===== config.mk =====
export PLATFORM = sky130hd
export DESIGN_NAME = bmp24_stream_decoder
export DESIGN_NICKNAME = d
export VERILOG_FILES = /design/src/sv/bmp24_pkg.sv /design/src/sv/bmp24_stream_decoder.sv
export SDC_FILE = /design/constraint.sdc
export NUM_CORES = 1
export LEC_CHECK = 0
export BUFFER_PORTS_ARGS = -buffer_cell sky130_fd_sc_hd__buf_2
export CAP_MARGIN = 20
export CORE_UTILIZATION = 45
export DETAILED_ROUTE_END_ITERATION = 8
export GPL_TIMING_DRIVEN = 0
export HOLD_SLACK_MARGIN = 0.05
export SLEW_MARGIN = 20
export SYNTH_ARGS = -nofsm -noshare
export SYNTH_HDL_FRONTEND = slang
export SYNTH_SLANG_ARGS = --single-unit

===== constraint.sdc =====
create_clock -name i_clk -period 11.4 [get_ports i_clk]
set_clock_uncertainty 0.1 [all_clocks]
set_input_delay 1.71 -clock i_clk [delete_from_list [all_inputs] [get_ports i_clk]]
set_output_delay 1.71 -clock i_clk [all_outputs]
set_load 0.05 [all_outputs]

===== src/sv/bmp24_pkg.sv =====
// shared types and constants for the 24-bit bmp stream decoder
// used by bmp24_stream_decoder and its checker bmp24_chk; no dependencies
package bmp24_pkg;

    // decoder phase
    typedef enum logic [1:0] {
        PH_IDLE   = 2'd0,
        PH_HEADER = 2'd1,
        PH_PIXELS = 2'd2,
        PH_DONE   = 2'd3
    } t_phase;

    // result kind carried on the master tuser
    typedef enum logic [1:0] {
        KIND_PIXEL     = 2'd0,
        KIND_BAD_SIG   = 2'd1,
        KIND_TOO_LARGE = 2'd2
    } t_kind;

    localparam int COORD_W = 12;

    // fixed header layout: file header plus info header
    localparam int FILE_HDR_BYTES = 14;
    localparam int INFO_HDR_BYTES = 40;
    localparam int HEADER_BYTES = FILE_HDR_BYTES + INFO_HDR_BYTES;

    localparam logic [5:0] HDR_SIG0   = 6'd0;
    localparam logic [5:0] HDR_SIG1   = 6'd1;
    localparam logic [5:0] HDR_WIDTH  = 6'd18;
    localparam logic [5:0] HDR_HEIGHT = 6'd22;
    localparam logic [5:0] HDR_LAST   = 6'(HEADER_BYTES - 1);

    localparam logic [7:0] SIG_B = 8'h42;
    localparam logic [7:0] SIG_M = 8'h4D;

    // one result beat
    typedef struct packed {
        logic [COORD_W-1:0] row;
        logic [COORD_W-1:0] column;
        logic [7:0]         blue;
        logic [7:0]         green;
        logic [7:0]         red;
    } t_pix_data;

    typedef struct packed {
        t_kind     kind;
        logic      last;
        t_pix_data data;
    } t_result;

endpackage


===== src/sv/bmp24_stream_decoder.sv =====
// top level of the 24-bit bmp stream decoder: header parse, pixel assembly,
// two-entry output buffer; depends on bmp24_pkg
//
//  channel | dir | tdata                                  | tuser       | tlast
//  s_axis  | in  | [7:0] file byte                        | file start  | -
//  m_axis  | out | red, green, blue, column[11:0], row    | kind [1:0]  | last pixel
//
// one byte per cycle while s_axis_tready is high; each result beat is registered;
// the decode is one pass of logic from the state registers to the output buffer.
// synchronous active-low reset returns to idle, waiting for a start beat.
// the output buffer holds two results, so s_axis_tready drops only when both
// entries are full; tready is a register output with no path from m_axis_tready.
module bmp24_stream_decoder #(
    parameter int MAX_DIM = 4096
) (
    input  logic        i_clk,
    input  logic        i_rst_n,
    input  logic        s_axis_tvalid,
    output logic        s_axis_tready,
    input  logic [7:0]  s_axis_tdata,   // [7:0] in_byte
    input  logic        s_axis_tuser,   // [0] file_start
    output logic        m_axis_tvalid,
    input  logic        m_axis_tready,
    output logic [47:0] m_axis_tdata,   // [7:0] red, [15:8] green, [23:16] blue,
                                        // [35:24] column, [47:36] row
    output logic [1:0]  m_axis_tuser,   // [1:0] kind
    output logic        m_axis_tlast    // last_pixel
);

    localparam int DIM_W = $clog2(MAX_DIM + 1);

    // decoder state
    bmp24_pkg::t_phase r_phase, n_phase, c_phase;
    logic [5:0]        r_hc, n_hc, c_hc;
    logic [31:0]       r_width, n_width, c_width;
    logic [31:0]       r_height, n_height, c_height;
    logic [DIM_W-1:0]  r_col, n_col, c_col;
    logic [DIM_W-1:0]  r_row, n_row, c_row;
    logic [1:0]        r_bip, n_bip, c_bip;
    logic [15:0]       r_held, n_held, c_held;
    logic [1:0]        r_pad, n_pad, c_pad;
    logic [7:0]        r_sig, n_sig, c_sig;

    // output buffer
    logic                r_out_valid, r_skid_valid;
    bmp24_pkg::t_result  r_out, r_skid;

    bmp24_pkg::t_result  res;
    logic                res_valid;
    logic                accept, push, pop;
    logic [1:0]          lane;
    logic [DIM_W-1:0]    col_inc, row_inc, w_lo, h_lo;

    assign accept = s_axis_tvalid && s_axis_tready;
    assign push   = accept && res_valid;
    assign pop    = r_out_valid && m_axis_tready;

    assign w_lo    = r_width[DIM_W-1:0];
    assign h_lo    = r_height[DIM_W-1:0];
    assign col_inc = c_col + 1'b1;
    assign row_inc = c_row + 1'b1;

    // per-byte decode
    always_comb begin
        c_phase  = r_phase;
        c_hc     = r_hc;
        c_width  = r_width;
        c_height = r_height;
        c_col    = r_col;
        c_row    = r_row;
        c_bip    = r_bip;
        c_held   = r_held;
        c_pad    = r_pad;
        c_sig    = r_sig;
        lane     = '0;
        // a start beat restarts the file with this byte as header byte 0
        if (s_axis_tuser) begin
            c_phase  = bmp24_pkg::PH_HEADER;
            c_hc     = '0;
            c_width  = '0;
            c_height = '0;
            c_col    = '0;
            c_row    = '0;
            c_bip    = '0;
            c_held   = '0;
            c_pad    = '0;
            c_sig    = '0;
        end

        n_phase   = c_phase;
        n_hc      = c_hc;
        n_width   = c_width;
        n_height  = c_height;
        n_col     = c_col;
        n_row     = c_row;
        n_bip     = c_bip;
        n_held    = c_held;
        n_pad     = c_pad;
        n_sig     = c_sig;
        res       = '0;
        res_valid = 1'b0;

        unique case (c_phase)
            bmp24_pkg::PH_HEADER: begin
                n_hc = c_hc + 1'b1;
                if (c_hc == bmp24_pkg::HDR_SIG0) begin
                    n_sig = s_axis_tdata;
                end else if (c_hc == bmp24_pkg::HDR_SIG1) begin
                    if (c_sig != bmp24_pkg::SIG_B || s_axis_tdata != bmp24_pkg::SIG_M) begin
                        res_valid = 1'b1;
                        res.kind  = bmp24_pkg::KIND_BAD_SIG;
                        n_phase   = bmp24_pkg::PH_DONE;
                    end
                end else if (c_hc >= bmp24_pkg::HDR_WIDTH && c_hc < bmp24_pkg::HDR_HEIGHT) begin
                    lane = 2'(c_hc - bmp24_pkg::HDR_WIDTH);
                    n_width[{lane, 3'b000} +: 8] = s_axis_tdata;
                end else if (c_hc >= bmp24_pkg::HDR_HEIGHT
                             && c_hc < bmp24_pkg::HDR_HEIGHT + 6'd4) begin
                    lane = 2'(c_hc - bmp24_pkg::HDR_HEIGHT);
                    n_height[{lane, 3'b000} +: 8] = s_axis_tdata;
                end
                // end of header: size check
                if (c_hc == bmp24_pkg::HDR_LAST) begin
                    if (c_width > 32'(MAX_DIM) || c_height > 32'(MAX_DIM)) begin
                        res_valid = 1'b1;
                        res.kind  = bmp24_pkg::KIND_TOO_LARGE;
                        n_phase   = bmp24_pkg::PH_DONE;
                    end else if (c_width == '0 || c_height == '0) begin
                        n_phase = bmp24_pkg::PH_DONE;
                    end else begin
                        n_phase = bmp24_pkg::PH_PIXELS;
                    end
                end
            end
            bmp24_pkg::PH_PIXELS: begin
                if (c_pad != '0) begin
                    n_pad = c_pad - 1'b1;
                end else begin
                    unique case (c_bip)
                        2'd0: begin
                            n_held = {8'h00, s_axis_tdata};
                            n_bip  = 2'd1;
                        end
                        2'd1: begin
                            n_held = {s_axis_tdata, c_held[7:0]};
                            n_bip  = 2'd2;
                        end
                        default: begin
                            n_bip            = 2'd0;
                            res_valid        = 1'b1;
                            res.kind         = bmp24_pkg::KIND_PIXEL;
                            res.data.red     = s_axis_tdata;
                            res.data.green   = c_held[15:8];
                            res.data.blue    = c_held[7:0];
                            res.data.column  = bmp24_pkg::COORD_W'(c_col);
                            res.data.row     = bmp24_pkg::COORD_W'(c_row);
                            res.last         = (col_inc == w_lo) && (row_inc == h_lo);
                            // row wrap
                            if (col_inc >= w_lo) begin
                                n_col = '0;
                                n_row = row_inc;
                                n_pad = c_width[1:0];
                            end else begin
                                n_col = col_inc;
                            end
                            if (res.last) begin
                                n_phase = bmp24_pkg::PH_DONE;
                            end
                        end
                    endcase
                end
            end
            default: ;
        endcase
    end

    // decoder state registers
    always_ff @(posedge i_clk) begin
        if (!i_rst_n) begin
            r_phase  <= bmp24_pkg::PH_IDLE;
            r_hc     <= '0;
            r_width  <= '0;
            r_height <= '0;
            r_col    <= '0;
            r_row    <= '0;
            r_bip    <= '0;
            r_held   <= '0;
            r_pad    <= '0;
            r_sig    <= '0;
        end else if (accept) begin
            r_phase  <= n_phase;
            r_hc     <= n_hc;
            r_width  <= n_width;
            r_height <= n_height;
            r_col    <= n_col;
            r_row    <= n_row;
            r_bip    <= n_bip;
            r_held   <= n_held;
            r_pad    <= n_pad;
            r_sig    <= n_sig;
        end
    end

    // two-entry output buffer: main register plus skid register
    always_ff @(posedge i_clk) begin
        if (!i_rst_n) begin
            r_out_valid  <= 1'b0;
            r_skid_valid <= 1'b0;
        end else if (pop) begin
            if (r_skid_valid) begin
                r_skid_valid <= 1'b0;
            end else begin
                r_out_valid <= push;
            end
        end else if (push) begin
            if (!r_out_valid) begin
                r_out_valid <= 1'b1;
            end else begin
                r_skid_valid <= 1'b1;
            end
        end
    end

    always_ff @(posedge i_clk) begin
        if (pop) begin
            if (r_skid_valid) begin
                r_out <= r_skid;
            end else if (push) begin
                r_out <= res;
            end
        end else if (push) begin
            if (!r_out_valid) begin
                r_out <= res;
            end else begin
                r_skid <= res;
            end
        end
    end

    assign s_axis_tready = !r_skid_valid;
    assign m_axis_tvalid = r_out_valid;
    assign m_axis_tdata  = r_out.data;
    assign m_axis_tuser  = r_out.kind;
    assign m_axis_tlast  = r_out.last;

endmodule


==> out/qor.csv, run 1 <==
stage;metric;value;unit
synth;post-synthesis sequential area ratio;52.6;%
worst_setup_path;Worst Path Max Fanout;10;
sta;Worst slew margin;46.4;%
sta;unrepaired setup endpoints after global routing;false;
cts;Clk Latency, worst-skew pair;0.53;ns
synth;multiplexer share of the synthesized area;5.55;%
synth;Synth Area in Compound Gates;14.7;%
synth;largest family of logic cells by synthesized area;simple AND/OR/NAND/NOR gates;
floorplanning;Die Footprint;24400;µm²
cts;CTS Hold Buffers Added;0;
routing;Via-to-Cell Ratio;5.68;
global_routing;GRT Total Usage;23.4;%
global_routing;first-pass GRT wire length;44400;µm
final_layout;Nets;1184;
synth;Primary FF master, synth;dfxtp_1;
global_routing;largest net degree at the start of global routing;17;
cts;CTS Buffer Depth;3;
power_and_ir_drop;Pleak;4.62;nW
synth;Mapped Area;10700;µm²
cts;post_cts resized;0;
worst_setup_path;CP startpoint;s_axis_tuser;
worst_hold_path;Hold Path Class;reg2reg;
synth;largest cells by area after synthesis;edfxtp_1, dfxtp_1, a22oi_1;
synth;area leader, netlist;edfxtp_1;
placement;detailed placement HPWL;19900;µm
sta;setup violators final;0;
sta;measured slew at the worst slew-check pin;0.793;ns
run_status;run status;completed;
power_and_ir_drop;maximum vdd drop;0.102;mV
sta;Slew Limit Fails;0;
worst_setup_path;worst reg-to-reg setup slack;6.07;ns
synth;commonest cells in the netlist;nor2_1, dfxtp_1, edfxtp_1, a22oi_1, nand2_1;
worst_setup_path;launching point of the worst reg2reg path;r_col[0];
synth;Yosys top cell area share;28.6;%
synth;simple logic cell fraction of the synthesized area;19.2;%
synth;Post-Synthesis Cells;1048;
floorplanning;DIE HEIGHT;156;µm
worst_setup_path;Crit path required time;11.73;ns
sta;Hold Fails Final Rpt;0;
placement;number of port buffers;65;
worst_setup_path;element type at the critical path end;flop;
floorplanning;Core Region;23400;µm²
global_routing;antenna violations before repair;0;
final_layout;Finished Core Util;52.7;%
floorplanning;Ports;66;
floorplanning;die width;156;µm
worst_setup_path;r2r endpoint;r_row[0];
routing;DRT Wirelength;28000;µm
power_and_ir_drop;pwr/cell area;142;nW/µm²
worst_hold_path;WHS Path Cells;2;
final_layout;area grow syn2layout;15.4;%
synth;number of flops mapped to enable cells by yosys;102;
job;max cap viols;0;
synth;Post-Synth Adder-Cell Area;2.57;%
final_layout;share of layout cells above drive strength 1;16.1;%
worst_setup_path;critical path arrival;8.30;ns
cts;CTS tree;built;
sta;post-route clock period utilization;69.8;%
synth;Syn Area/Cell;10.2;µm²
synth;Synth Net Count;1083;
final_layout;# diodes;0;
routing;DRT antenna net count;0;
floorplanning;Starting Density;45.7;%
cts;H-tree depth;1;
worst_setup_path;Startpoint Class;primary input;
routing;WL/cell;18.8;µm
routing;drt pass-1 iters;6;
cts;Root Buffer;clkbuf_16;
floorplanning;Cell Rows;56;
worst_hold_path;hold_sp;r_held[2];
synth;FFs w/ async S/R, synth;0;%
cts;number of CTS-inserted buffers;26;
worst_setup_path;worst setup path class;in2reg;
sta;Achievable Freq;126;MHz
synth;Synth Register Bits;230;
synth;synth unique cells;67;
final_layout;fillcell total;2162;
routing;DRC viols;0;
synth;Synth Area in XOR/XNOR;1.88;%
worst_setup_path;r2r worst-path depth;16;
sta;setup_tns;0;ns
worst_hold_path;Worst Hold Path EP;r_held[2];
sta;min cycle time layout;7.96;ns
synth;Synth Warn #;0;
synth;most frequent cell after synthesis;nor2_1;
placement;global placement routability congestion;0.888;
routing;via count;8454;
cts;# clock sinks;230;
cts;# Post-CTS Setup Buffers;0;
cts;Reg clk slew, reported paths;0.06;ns
global_routing;number of global-route vias before repair;7975;
routing;Detailed Route Iter0 Violations;615;
global_routing;Remaining Overflow, GRT;0;
[critical path, cell delays in order]
cell	delay (ns)
buf_2	0.12
buf_6	0.15
buf_8	0.15
buf_2	0.21
buf_4	0.22
clkbuf_1	0.31
buf_2	0.31
clkbuf_1	0.34
nor2b_1	0.28
ha_1	0.28
nand3_1	0.17
nor3_2	0.27
nand4_1	0.29
or3_1	0.43
a21oi_1	0.23
ha_1	0.18
nand2_1	0.09
nor4_1	0.60
o41ai_1	0.32
a21oi_1	0.68
and2_0	0.21
clkbuf_1	0.43
nor2_1	0.08
a211oi_1	0.22
[placed cells by master (no fill, tap or decap), drive strengths merged, types with 8 or more instances in the layout]
cell type  Yosys  routed
mux2          50      50
nand2b         9       9
a21o           8       8
xnor2         14      14
xor2           9       9
clkbuf        53      85
nor2b         12      12
buf           11      84
inv           26      26
nor3          14      14
clkinv         0      10
dfxtp        128     128
nand3         30      30
a21oi         46      46
and2          53      53
nor2         144     144
nor4          17      17
and3          10      10
nand2         55      55
o21ai         47      47
a22oi         96      96
edfxtp       102     102
nand4         12      12
ha            22      22
[state kept, by name, summed over array words and instances (netlist names), 2 cells and up]
register and count:
r_width 32, r_skid 51, r_sig 8, r_hc 6, r_pad 2, r_phase 2
m_axis_tuser 2, r_bip 2, r_height 32, r_row 13, r_col 13, r_held 16
m_axis_tdata 48
[layer usage]
metal  vias up  wire length, µm  GRT usage [%]  share of wire (%)
met2       270            12700           37.0                 45
met1      4072            13000           32.8                 46
met5         -                0              0                  0
li1       4071                -              -                  -
met4         0              471           6.35                1.7
met3        41             1930           4.00                6.9
[area by class of cell]
cell class                 count  area (µm²)  share of cell area (%)
multi-input combinational    728        4710                    38.1
clock buffer                  32         704                    5.71
timing repair buffer          73         404                    3.27
tap                          319         399                    3.23
inverter                      26        97.6                   0.791
buffer                        64         273                    2.21
clock inverter                16         134                    1.08
sequential                   230        5630                    45.6
[cells by family (layout without fill, tap and decap cells)]
kind of cell / after synthesis / in the layout
AND/OR/NAND/NOR: 398 / 398
multiplexers: 53 / 53
flip-flops: 230 / 230
adder cells (fa/ha/maj): 22 / 22
buffers and inverters: 90 / 211
XOR/XNOR: 23 / 23
AO/OA/AOI/OAI: 232 / 232
[worst max path at each step]
stage | endpoint | slack [ns]
after global routing | r_row[0] | 3.07
after floorplan | r_skid[0] | 3.32
after global placement | r_skid[14] | 0.21
after CTS | r_row[0] | 3.60
final | r_row[0] | 3.44
after detailed placement | r_row[0] | 3.08
[power by group]
group          switching, mW  internal, mW
sequential           0.00199         0.857
clock                  0.336         0.483
combinational         0.0534        0.0166
total                  0.391          1.36
[through the flow]
| step | setup slack (ns) | instances | cell area, µm² | hold slack [ns] | power (mW) |
|---|---|---|---|---|---|
| 2_1_floorplan | 3.32 | 1048 | 10700 | 0.355 | 0.917 |
| 3_3_place_gp | 0.215 | 1432 | 11400 | 0.372 | 0.945 |
| 3_5_place_dp | 3.08 | 1440 | 11500 | 0.381 | 0.945 |
| 4_1_cts | 3.60 | 1488 | 12300 | 0.394 | 1.77 |
| 5_1_grt | 3.07 | 1488 | 12300 | 0.419 | 1.80 |
| 6_report | 3.44 | 1488 | 12300 | 0.393 | 1.75 |
(Power assumes the default switching activity.)
==> run 2, diff against run 1 <==
--- a/config.mk
+++ b/config.mk
@@ -5,6 +5,7 @@
 export SDC_FILE = /design/constraint.sdc
 export NUM_CORES = 1
 export LEC_CHECK = 0
+export ABC_AREA = 1
 export BUFFER_PORTS_ARGS = -buffer_cell sky130_fd_sc_hd__buf_2
 export CAP_MARGIN = 20
 export CORE_UTILIZATION = 45
==> constraint.sdc (replaced) <==
create_clock -name i_clk -period 6.4 [get_ports i_clk]
set_clock_uncertainty 0.1 [all_clocks]
set_input_delay 0.96 -clock i_clk [delete_from_list [all_inputs] [get_ports i_clk]]
set_output_delay 0.96 -clock i_clk [all_outputs]
set_load 0.05 [all_outputs]
==> out/qor.csv, run 2 <==
stage;metric;value;unit;change
run_status;run status;completed;;unchanged
sta;post-route clock period utilization;90.8;%;
cts;CTS Hold Buffers Added;0;;unchanged
floorplanning;die width;168;µm;was 156 µm
synth;FFs w/ async S/R, synth;0;%;unchanged
global_routing;GRT Total Usage;27.3;%;was 23.4%
worst_setup_path;Worst Path Max Fanout;10;;unchanged
sta;Slew Limit Fails;0;;unchanged
final_layout;Final Cell Area;14200;µm²;was 12300 µm²
synth;Syn Area/Cell;7.99;µm²;was 10.2 µm²
power_and_ir_drop;Switching Fraction;25.0;%;was 22.4%
synth;Synth Register Bits;230;;unchanged
synth;post-synthesis sequential area ratio;45.1;%;was 52.6%
global_routing;met2 usage;44.1;%;was 37.0%
cts;Root Buffer;clkbuf_16;;unchanged
placement;post-place setup slack;0.131;ns;was 3.08 ns
global_routing;Remaining Overflow, GRT;0;;unchanged
final_layout;most frequent cells in the layout;nand2_1, inv_1, nor2_1, a21oi_1, dfxtp_1;;was nor2_1, dfxtp_1, edfxtp_1, a22oi_1, buf_2
cts;Reg clk slew, reported paths;0.07;ns;was 0.06 ns
worst_hold_path;Hold Path Class;reg2reg;;unchanged
sta;Achievable Freq;172;MHz;
final_layout;commonest non-fill, non-tap cell in the layout;nand2_1;;was nor2_1
synth;Synth Warn #;0;;unchanged
cts;number of CTS-inserted buffers;26;;unchanged
sta;measured slew at the worst slew-check pin;0.897;ns;was 0.793 ns
global_routing;GR Util met1;37.1;%;was 32.8%
routing;DRT antenna net count;0;;unchanged
power_and_ir_drop;Clk pwr share;45.9;%;was 46.8%
synth;most frequent cell after synthesis;nand2_1;;was nor2_1
cts;CTS Buffer Depth;3;;unchanged
routing;DRT Wirelength;38500;µm;was 28000 µm
worst_setup_path;Crit path required time;6.73;ns;was 11.73 ns
global_routing;number of global-route vias before repair;10500;;was 7975
worst_setup_path;critical path arrival;6.14;ns;was 8.30 ns
global_routing;busiest layer in global routing;met2;;unchanged
synth;area leader, netlist;edfxtp_1;;unchanged
global_routing;met3 Track Usage GR;3.71;%;was 4.00%
synth;largest cells by area after synthesis;edfxtp_1, dfxtp_1, nand2_1;;was edfxtp_1, dfxtp_1, a22oi_1
floorplanning;Starting Density;46.1;%;was 45.7%
global_routing;largest net degree at the start of global routing;28;;was 17
power_and_ir_drop;Pleak;5.49;nW;was 4.62 nW
cts;Clk Latency, worst-skew pair;0.55;ns;was 0.53 ns
global_routing;antenna violations before repair;0;;unchanged
floorplanning;DIE HEIGHT;168;µm;was 156 µm
synth;Mapped Area;12500;µm²;was 10700 µm²
power_and_ir_drop;cell internal pwr;2.63;mW;was 1.36 mW
floorplanning;Core Region;27000;µm²;was 23400 µm²
final_layout;fillcell total;2622;;was 2162
routing;Detailed Route Iter0 Violations;1067;;was 615
global_routing;first-pass GRT wire length;59800;µm;was 44400 µm
final_layout;# diodes;0;;unchanged
floorplanning;Ports;66;;unchanged
final_layout;Finished Core Util;52.6;%;was 52.7%
routing;DRC viols;0;;unchanged
sta;Worst slew margin;40.2;%;was 46.4%
power_and_ir_drop;maximum vdd drop;0.178;mV;was 0.102 mV
cts;CTS tree;built;;unchanged
final_layout;Nets;1691;;was 1184
cts;# clock sinks;230;;unchanged
cts;# Post-CTS Setup Buffers;0;;unchanged
sta;setup ws final;0.591;ns;was 3.44 ns
synth;commonest cells in the netlist;nand2_1, inv_1, nor2_1, a21oi_1, dfxtp_1;;was nor2_1, dfxtp_1, edfxtp_1, a22oi_1, nand2_1
power_and_ir_drop;logic gate share of total power;9.4;%;was 4.0%
sta;worst-case hold slack;0.363;ns;was 0.393 ns
floorplanning;Cell Rows;60;;was 56
placement;number of port buffers;64;;was 65
power_and_ir_drop;Net Switching;0.878;mW;was 0.391 mW
sta;min cycle time layout;5.81;ns;
placement;dpl cell area;13300;µm²;was 11500 µm²
placement;Cell Count Post-Placement;1969;;was 1440
cts;H-tree depth;1;;unchanged
routing;Via-to-Cell Ratio;5.60;;was 5.68
sta;Hold Fails Final Rpt;0;;unchanged
synth;number of flops mapped to enable cells by yosys;102;;unchanged
sta;unrepaired setup endpoints after global routing;false;;unchanged
final_layout;max reg flops;51;;unchanged
floorplanning;Die Footprint;28400;µm²;was 24400 µm²
final_layout;share of layout cells above drive strength 1;14.3;%;was 16.1%
synth;Post-Synthesis Cells;1559;;was 1048
final_layout;Reg with most FFs;r_skid;;unchanged
synth;Yosys top cell area share;24.6;%;was 28.6%
worst_setup_path;element type at the critical path end;flop;;unchanged
job;max cap viols;0;;unchanged
placement;detailed placement HPWL;28400;µm;was 19900 µm
sta;setup_tns;0;ns;unchanged
synth;Primary FF master, synth;dfxtp_1;;unchanged
routing;via count;11300;;was 8454
sta;setup violators final;0;;unchanged
routing;WL/cell;19.1;µm;was 18.8 µm
cts;post_cts resized;0;;unchanged
final_layout;area grow syn2layout;14.0;%;was 15.4%
worst_setup_path;worst setup path class;in2reg;;unchanged
power_and_ir_drop;pwr/cell area;247;nW/µm²;was 142 nW/µm²
worst_setup_path;Startpoint Class;primary input;;unchanged
routing;drt pass-1 iters;5;;was 6
placement;global placement routability congestion;0.948;;was 0.888
power_and_ir_drop;post-layout power;3.51;mW;was 1.75 mW
final_layout;non-filler cells, final;2017;;was 1488
synth;synth unique cells;50;;was 67
synth;Synth Net Count;1594;;was 1083
power_and_ir_drop;sequential power share;44.7;%;was 49.2%
-- run 2: logic make-up (layout without fill, tap and decap cells) --
group	after synthesis	count (layout)	synth area share [%]
adder cells (fa/ha/maj)	22	22	2.21
AND/OR/NAND/NOR	576	576	21.0
buffers and inverters	300	417	9.91
AO/OA/AOI/OAI	370	370	16.5
XOR/XNOR	13	13	0.914
multiplexers	48	48	4.33
flip-flops	230	230	45.1
-- run 2: final cells by class --
cell class	instances	area [µm²]	area share (%)
tap	341	427	3.00
inverter	220	828	5.83
sequential	230	5630	39.6
clock buffer	35	684	4.82
timing repair buffer	69	394	2.77
buffer	80	407	2.86
clock inverter	13	225	1.59
multi-input combinational	1029	5610	39.5
-- run 2: worst paths after layout --
check                                  start           end  slack, ns  depth (start not counted)
worst min register to register  r_height[23]  r_height[23]       0.36                          2
worst min-delay path            r_height[23]  r_height[23]       0.36                          2
worst max register to register      r_col[0]      r_row[0]       1.67                         22
worst max-delay path            s_axis_tuser      r_row[0]       0.59                         25
-- run 2: metal layers --
metal,vias to the layer above,wire length [µm]
met3,85,2640
li1,5488,-
met2,390,17300
met5,-,0
met1,5334,17100
met4,0,1370
-- run 2: worst max-delay path, cell delays in order --
cell and delay, ns:
buf_6 0.18, buf_2 0.40, buf_2 0.35, buf_1 0.63
nor2_1 0.17, ha_1 0.27, nand3_1 0.12, nor2_2 0.06
nand3_1 0.13, nor3_2 0.08, nand2_1 0.16, nor3_2 0.07
xor2_1 0.16, inv_2 0.05, ha_1 0.32, nand2_1 0.10
nor4_1 0.26, o21ai_1 0.12, nand3_1 0.41, nand2_1 0.17
nor2_1 0.27, buf_2 0.32, nand2_1 0.11, o21ai_0 0.19
a21oi_1 0.06
-- run 2: power by group through the flow --
| stage | Clock (mW) | Sequential (mW) | Combinational (mW) |
|---|---|---|---|
| after detailed placement | 0 | 1.60 | 0.319 |
| after global placement | 0 | 1.60 | 0.317 |
| final | 1.61 | 1.57 | 0.329 |
| after floorplan | 0 | 1.60 | 0.209 |
| after global routing | 1.69 | 1.57 | 0.359 |
| after CTS | 1.64 | 1.57 | 0.321 |
==> run 3, diff against run 2 <==
==> constraint.sdc (replaced) <==
create_clock -name i_clk -period 6.4 [get_ports i_clk]
set_clock_uncertainty 0.1 [all_clocks]
set_input_delay 0.32 -clock i_clk [delete_from_list [all_inputs] [get_ports i_clk]]
set_output_delay 0.32 -clock i_clk [all_outputs]
set_load 0.05 [all_outputs]
==> out/qor.csv, run 3 (synthesis results as in run 2) <==
stage;metric;value;unit;change
run_status;run status;completed;;unchanged
cts;CTS tree;built;;unchanged
floorplanning;DIE HEIGHT;168;µm;unchanged
cts;H-tree depth;1;;unchanged
routing;DRT antenna net count;0;;unchanged
routing;via count;11400;;was 11300
final_layout;max reg flops;51;;unchanged
worst_setup_path;Critical-path top delay cell;buf_1;;unchanged
cts;# Post-CTS Setup Buffers;0;;unchanged
floorplanning;Core Region;27000;µm²;unchanged
floorplanning;die width;168;µm;unchanged
worst_setup_path;element type at the critical path end;flop;;unchanged
final_layout;share of layout cells above drive strength 1;14.2;%;was 14.3%
final_layout;Final Cell Area;14300;µm²;was 14200 µm²
final_layout;Nets;1698;;was 1691
sta;measured slew at the worst slew-check pin;0.876;ns;was 0.897 ns
sta;setup_tns;0;ns;unchanged
cts;number of CTS-inserted buffers;26;;unchanged
cts;Root Buffer;clkbuf_16;;unchanged
worst_setup_path;CP max stage delay;0.64;ns;was 0.63 ns
worst_setup_path;buffers plus inverters on the worst setup path;6;;unchanged
worst_hold_path;Hold Path Class;in2reg;;was reg2reg
power_and_ir_drop;pwr/cell area;246;nW/µm²;was 247 nW/µm²
final_layout;most frequent cells in the layout;nand2_1, inv_1, nor2_1, a21oi_1, dfxtp_1;;unchanged
power_and_ir_drop;Pleak;5.52;nW;was 5.49 nW
cts;Clk Latency, worst-skew pair;0.55;ns;about the same
placement;dpl cell area;13300;µm²;unchanged
job;max cap viols;0;;unchanged
worst_setup_path;Startpoint Class;primary input;;unchanged
cts;post_cts resized;0;;unchanged
sta;Achievable Freq;192;MHz;was 172 MHz
global_routing;antenna violations before repair;0;;unchanged
final_layout;fillcell total;2614;;was 2622
routing;WL/cell;19.0;µm;was 19.1 µm
worst_setup_path;crit-path leading delay family;simple AND/OR/NAND/NOR gates;;unchanged
cts;CTS Hold Buffers Added;7;;was 0
final_layout;commonest non-fill, non-tap cell in the layout;nand2_1;;unchanged
routing;Via-to-Cell Ratio;5.62;;was 5.60
global_routing;number of global-route vias before repair;10500;;about the same
cts;Reg clk slew, reported paths;0.07;ns;about the same
routing;drt pass-1 iters;5;;unchanged
worst_setup_path;CP most frequent cell;nand2_1;;unchanged
sta;unrepaired setup endpoints after global routing;false;;unchanged
cts;CTS Buffer Depth;3;;unchanged
placement;number of port buffers;64;;unchanged
power_and_ir_drop;maximum vdd drop;0.176;mV;was 0.178 mV
sta;Hold Fails Final Rpt;0;;unchanged
routing;Detailed Route Iter0 Violations;1094;;was 1067
floorplanning;Die Footprint;28400;µm²;unchanged
worst_setup_path;Crit path required time;6.72;ns;was 6.73 ns
final_layout;area grow syn2layout;14.5;%;was 14.0%
sta;Worst slew margin;41.6;%;was 40.2%
sta;post-route clock period utilization;81.4;%;was 90.8%
final_layout;multi-input logic area;5610;µm²;unchanged
sta;min cycle time layout;5.21;ns;was 5.81 ns
routing;DRT Wirelength;38400;µm;was 38500 µm
global_routing;first-pass GRT wire length;59900;µm;was 59800 µm
final_layout;Reg with most FFs;r_skid;;unchanged
sta;setup ws final;1.19;ns;was 0.591 ns
placement;global placement routability congestion;0.948;;unchanged
cts;# clock sinks;230;;unchanged
worst_setup_path;worst setup path class;in2reg;;unchanged
floorplanning;Cell Rows;60;;unchanged
worst_setup_path;critical path arrival;5.53;ns;was 6.14 ns
sta;worst-case hold slack;0.0789;ns;was 0.363 ns
final_layout;FF+latch area;5630;µm²;unchanged
worst_setup_path;Worst Path Max Fanout;10;;unchanged
placement;post-place setup slack;0.771;ns;was 0.131 ns
floorplanning;Ports;66;;unchanged
global_routing;Remaining Overflow, GRT;0;;unchanged
placement;detailed placement HPWL;28400;µm;unchanged
routing;DRC viols;0;;unchanged
power_and_ir_drop;post-layout power;3.51;mW;about the same
floorplanning;Starting Density;46.1;%;unchanged
final_layout;# diodes;0;;unchanged
global_routing;GRT Total Usage;27.3;%;about the same
sta;Slew Limit Fails;0;;unchanged
sta;setup violators final;0;;unchanged
global_routing;largest net degree at the start of global routing;28;;unchanged
==> run 3: cell count changes in the layout (fill, tap and decap cells not counted), sizes merged <==
cell         delta
dlygate4sd3     +7
==> run 3: layout make-up <==
class	instances	area share [%]
timing repair buffer	76	3.25
clock buffer	35	4.79
buffer	80	2.85
multi-input combinational	1029	39.3
clock inverter	13	1.58
inverter	220	5.80
tap	341	2.99
sequential	230	39.4
==> run 3: final timing paths <==
path | from | endpoint | slack [ns] | cells past startpoint
hold / removal | s_axis_tdata[5] | r_sig[5] | 0.08 | 3
hold reg to reg | r_height[23] | r_height[23] | 0.36 | 2
setup reg to reg | r_col[0] | r_row[0] | 1.65 | 22
setup / recovery | s_axis_tuser | r_row[0] | 1.19 | 25
==> run 3: report_power, final <==
group          internal (mW)  switching [mW]
Sequential              1.55          0.0181
Combinational         0.0888           0.243
Clock                  0.993           0.618
==> run 3: worst min-delay path, delay by kind of cell <==
family	cells	cell delay, ns
buffers and inverters	1	0.12
AO/OA/AOI/OAI	2	0.23
==> run 3: metrics by stage <==
stage	std cells	util, %
5_1_grt	2024	52.8
3_5_place_dp	1969	49.2
6_report	2024	52.8
2_1_floorplan	1559	-
4_1_cts	2024	52.8
3_3_place_gp	1964	48.9
==> run 3: layer usage <==
| layer | share of wire [%] | GRT usage (%) | vias up |
|---|---|---|---|
| li1 | - | - | 5510 |
| met1 | 45 | 37.2 | 5353 |
| met2 | 45 | 44.2 | 417 |
| met3 | 6.8 | 3.71 | 90 |
| met4 | 3.6 | 10.4 | 0 |
| met5 | 0 | 0 | - |
